[config.mk]
export PLATFORM = sky130hd
export DESIGN_NAME = fstwa_cell
export DESIGN_NICKNAME = d
export VERILOG_FILES = /design/src/fstwa_pkg.sv /design/src/fstwa_cell.sv
export SDC_FILE = /design/constraint.sdc
export NUM_CORES = 1
export LEC_CHECK = 0
export BUFFER_PORTS_ARGS = -buffer_cell sky130_fd_sc_hd__buf_2
export CAP_MARGIN = 40
export CORE_AREA = 2 2 151 153
export DETAILED_ROUTE_END_ITERATION = 10
export DIE_AREA = 0 0 153 155
export GPL_TIMING_DRIVEN = 0
export PLACE_DENSITY = 0.77
export SLEW_MARGIN = 20
export SYNTH_ARGS = -nofsm -noshare
export SYNTH_HDL_FRONTEND = slang
export SYNTH_SLANG_ARGS = --single-unit
[constraint.sdc]
create_clock -name clk -period 6.2 [get_ports clk]
set_clock_uncertainty 0.05 [all_clocks]
set_input_delay 1.24 -clock clk [delete_from_list [all_inputs] [get_ports clk]]
set_output_delay 1.24 -clock clk [all_outputs]
set_load 0.05 [all_outputs]
[src/fstwa_pkg.sv]
`timescale 1ns / 1ps
package fstwa_pkg;
	localparam int TW = 48;
	localparam int CW = 32;
	localparam logic [1:0] FUNC_ADVANCE  = 2'd0;
	localparam logic [1:0] FUNC_SCHEDULE = 2'd1;
	localparam logic [1:0] FUNC_UNSCHED  = 2'd2;
	localparam logic [1:0] FUNC_RESET    = 2'd3;
	localparam logic [1:0] KIND_ALARM  = 2'd0;
	localparam logic [1:0] KIND_TICK   = 2'd1;
	localparam logic [1:0] KIND_ACK    = 2'd2;
	localparam logic [1:0] KIND_UNSCH  = 2'd3;
	localparam logic [TW-1:0] MAX48 = {TW{1'b1}};

	// Token that walks the slot chain during a scan.
	typedef struct packed {
		logic          scan;
		logic [TW-1:0] elapsed;
	} scan_tok_t;

	// Command broadcast to every cell.
	typedef struct packed {
		logic          sched;
		logic          unsch;
		logic [5:0]    idx;
		logic          rep;
		logic [TW-1:0] stime;
		logic [TW-1:0] lfire;
	} cell_cmd_t;
endpackage

[src/fstwa_cell.sv]
`timescale 1ns / 1ps
module fstwa_cell #(
	parameter int IDX = 0
) (
	input  logic                   clk,
	input  logic                   arst_n,
	input  logic                   en,
	input  fstwa_pkg::cell_cmd_t   cmd,
	input  fstwa_pkg::scan_tok_t   tok_in,
	output fstwa_pkg::scan_tok_t   tok_out,
	output logic                   fire,
	output logic                   used
);
	logic                       used_q, fired_q, rep_q;
	logic [fstwa_pkg::TW-1:0]   time_q, last_q;
	fstwa_pkg::scan_tok_t       tok_q;
	logic                       due, hit;

	always_comb begin
		if (rep_q)
			due = (tok_in.elapsed >= last_q) && (tok_in.elapsed - last_q >= time_q);
		else
			due = time_q <= tok_in.elapsed;
		hit = en && tok_in.scan && used_q && (rep_q || !fired_q) && due;
	end

	// The token only moves on when the chain is enabled, so a stall holds it in place.
	always_ff @(posedge clk or negedge arst_n) begin
		if (!arst_n) begin
			used_q <= 1'b0;
			fired_q <= 1'b0;
			tok_q <= '0;
		end else begin
			if (en)
				tok_q <= tok_in;
			if (cmd.sched && cmd.idx == 6'(IDX)) begin
				used_q <= 1'b1;
				fired_q <= 1'b0;
			end else if (cmd.unsch && cmd.idx == 6'(IDX)) begin
				used_q <= 1'b0;
			end else if (en && tok_in.scan && used_q) begin
				if (!rep_q && fired_q)
					used_q <= 1'b0;
				else if (hit)
					fired_q <= 1'b1;
			end
		end
	end

	always_ff @(posedge clk) begin
		if (cmd.sched && cmd.idx == 6'(IDX)) begin
			rep_q <= cmd.rep;
			time_q <= cmd.stime;
			last_q <= cmd.lfire;
		end else if (hit) begin
			last_q <= tok_in.elapsed;
		end
	end

	assign tok_out = tok_q;
	assign fire = hit;
	assign used = used_q;
endmodule

==> summary.md <==
| Metric | Value |
|---|---|
| Power density over the cells | `between 200 and 250 mW/mm^2` |
| First-pass GRT wire length | `roughly 45000 um` |
| CTS tree | `done` |
| Syn avg cell area | `9.55 sq um` |
| Vias | `between 9000 and 10000` |
| Worst reg-to-reg setup slack | `1050 ps` |
| DRT antenna net count | `0` |
| Max_cap viols | `0` |
| H-tree Lvls | `4` |
| Pint | `roughly 0.0019 W` |
| Post-synth EDFFs | `97` |
| Leak Pwr | `roughly 6 nW` |
| Final TNS setup | `-311 ps` |
| Antenna violations before repair | `2` |
| Chip width | `153 um` |
| #FFs+latches synth | `148` |
| Rows | `55` |
| Top Ports | `208` |
| Final setup margin | `-311 ps` |
| Clk sinks | `148` |
| Crit path max fanout | `2` |
| Critical Path End Type | `output pin` |
| DP Wirelength | `22100 um` |
| Final setup viols | `1` |
| Final Max Tran Viols | `0` |
| Sequential share of power | `0.403` |
| Tot Pwr | `between 0.002 and 0.003 W` |
| Total GRT Usage | `0.238` |
| Pre-CTS setup slack | `-1080 ps` |
| Core Footprint | `~0.022 sq mm` |
| Vias in the first global route | `roughly 9000` |
| Unrepaired setup endpoints after global routing | `yes` |
| Share of post-route cells with drive strength above 1 | `0.258` |
| CP Data Arrival Time | `roughly 5200 ps` |
| I/O Buffers | `about 210` |
| Min Tclk post-route | `roughly 6500 ps` |
| Area Growth Syn to Fin | `21.0%` |
| Number of DRC markers in iteration 0 | `around 500` |
| Largest net degree at the start of global routing | `52` |
| Async SR Flop Fraction | `0.345` |
| # DRC | `0` |
| Synth warn | `0` |
| Period utilisation layout | `1.05` |
| Final hold vios | `0` |
| Post-Route WL | `28500 um` |
| Combinational power share | `0.226` |
| Failing checks | `negative setup slack` |
| CP Launch Type | `primary input` |
| Initial core utilization | `0.483` |
| Switching Share | `0.314` |
| Worst Path Required | `4910 ps` |
| Outcome | `complete, but fails checks` |
| Worst Setup Path Type | `primary input to output pin` |
| Die H | `155 um` |
| Fin Hold WS | `450 ps` |
| Post-synthesis cell area | `0.0107 sq mm` |
| FMAX | `0.154 GHz` |
| Total grt overflow | `0` |
| Post-DP Area | `0.0121 sq mm` |
| Maximum root-to-sink buffer count | `2` |
| WL/cell | `17.2 um` |
| Via density | `5.53` |
| Sw power | `0.000870 W` |
| GPL Wtd Cong | `0.880` |
| Mapped Nets | `between 1000 and 1500` |
| Distinct cells, synth | `71` |
| DRT Pass-1 Iters | `7` |
| Clock slew at reported path FFs | `60 ps` |
| Dominant synthesized flop cell | `edfxtp_1` |
| Full die area | `roughly 0.024 sq mm` |
| Register area share after synthesis | `0.390` |
| Clock Latency Late Sink | `420 ps` |
| Worst slew pin tran | `753 ps` |
| Post-Layout Inst Area | `0.0130 sq mm` |
| # hold bufs at CTS | `0` |
| Layout Nets | `1658` |
| Class of the worst hold path | `register to register` |
| Clock power frac | `0.370` |
| Clock Root Buffer | `clkbuf_16` |
| Worst slew margin | `0.485` |
| Num CTS Buffers | `17` |
| Mapped Cells | `1123` |
| VDD IR-drop max | `between 150 and 200 uV` |
==> cells in the final DEF (no fill, tap or decap), drive strengths merged, types with 3 or more instances in the layout <==
cell type and n:
o31ai 6, and3 8, buf 227, nand4 31, and2 5, xor2 14, a21o 44, nor2b 6
o21bai 13, clkbuf 35, o211ai 8, dfrtp 51, a221oi 6, edfxtp 97, or3 3, clkinv 5
clkinvlp 4, inv 169, nand2 112, nand2b 5, mux2 49, o21ai 89, xnor2 28, nor2 40
o2111ai 3, nor3 9, nand3 17, o21a 5, ha 144, a211oi 6, a21oi 90, a31oi 7
==> synthesized netlist by cell type (9+ instances only) <==
cell / count / area (sq um)
clkbuf_1: 18 / 67.6
ha_1: 144 / 1800
nor3_1: 9 / 45.0
xnor2_1: 28 / 245
a21o_1: 43 / 323
dfrtp_1: 51 / 1280
nand2_1: 112 / 420
o21bai_1: 13 / 97.6
xor2_1: 14 / 123
nand3_1: 17 / 85.1
nor2_1: 40 / 150
a21oi_1: 90 / 450
o21ai_0: 86 / 430
edfxtp_1: 97 / 2910
inv_1: 164 / 616
mux2_2: 49 / 552
nand4_1: 31 / 194
==> per-layer routing <==
layer	vias up	global-route usage	part of all wire
met5	-	0	0.00046
met4	2	0.0838	0.027
met3	54	0.0435	0.056
met2	294	0.398	0.47
met1	4320	0.312	0.45
li1	4483	-	-
==> path summary, 6_finish.rpt <==
path | startpoint | to | cells after the start
max | tok_in[0] | fire | 22
min | tok_out[1]$_DFFE_PN0P_ | tok_out[1]$_DFFE_PN0P_ | 1
max reg2reg | last_q[0]$_DFFE_PP_ | last_q[22]$_DFFE_PP_ | 20
min reg2reg | tok_out[1]$_DFFE_PN0P_ | tok_out[1]$_DFFE_PN0P_ | 1
max in group asynchronous | arst_n | tok_out[9]$_DFFE_PN0P_ | 2
min in group asynchronous | arst_n | tok_out[37]$_DFFE_PN0P_ | 1
==> area by class of cell <==
class,instances,area [sq um]
Tap cell,285,357
Timing Repair Buffer,218,1170
Clock inverter,14,129
Clock buffer,18,439
Multi-Input combinational cell,779,5920
Antenna cell,1,2.50
Buffer,27,149
Inverter,165,624
Sequential cell,148,4190
Fill cell,1951,9250
==> flip-flops by register name, summed over array words and instances, names as in the netlist <==
| signal | flops |
|---|---|
| used | 1 |
| last_q | 48 |
| time_q | 48 |
| rep_q | 1 |
| fired_q | 1 |
| tok_out | 49 |
==> critical path, stage by stage <==
cell and delay (ps):
buf_8 100, inv_6 50, ha_4 120, inv_2 30
fa_2 360, a21o_4 230, a311o_2 340, a211o_1 320
a21oi_2 190, nor2_1 80, nor2_2 130, o21bai_1 130
xor2_1 160, ha_1 280, nand2_1 130, o21ai_0 140
a221oi_2 380, o221ai_2 140, a21oi_2 200, o21ai_2 100
and3_4 210, buf_12 150
==> power by group through the flow <==
stage	Clock, W	Combinational, W	Sequential (W)
floorplan	0	0.000291	0.00126
global placement	0	0.000586	0.00114
detailed placement	0	0.000599	0.00114
CTS	0.00104	0.000615	0.00112
global route	0.00108	0.000686	0.00112
finish	0.00103	0.000627	0.00112
==> what timing repair did <==
action / 4_1_cts / 5_1_grt
resized for setup: 24 / 21
setup buffers: 5 / 5
setup endpoints to repair: 49 / 1
pin swaps: 19 / 15
==> logic make-up (layout without fill, tap and decap cells) <==
kind of cell / Yosys count / in the layout / synth area share
compound gates: 298 / 298 / 0.175
simple gates: 245 / 245 / 0.106
buf+inv: 196 / 442 / 0.0725
flops: 148 / 148 / 0.390
fa+ha+maj: 145 / 145 / 0.170
mux: 49 / 49 / 0.0514
xor+xnor: 42 / 42 / 0.0343
other cells: 0 / 1 / 0
==> stage by stage <==
stage / cells / util
after floorplan: 1123 / -
after global placement: 1614 / 0.545
after detailed placement: 1615 / 0.547
after CTS: 1651 / 0.578
after global routing: 1654 / 0.584
final: 1655 / 0.584
No activity file was read; power rests on OpenSTA's default activity.
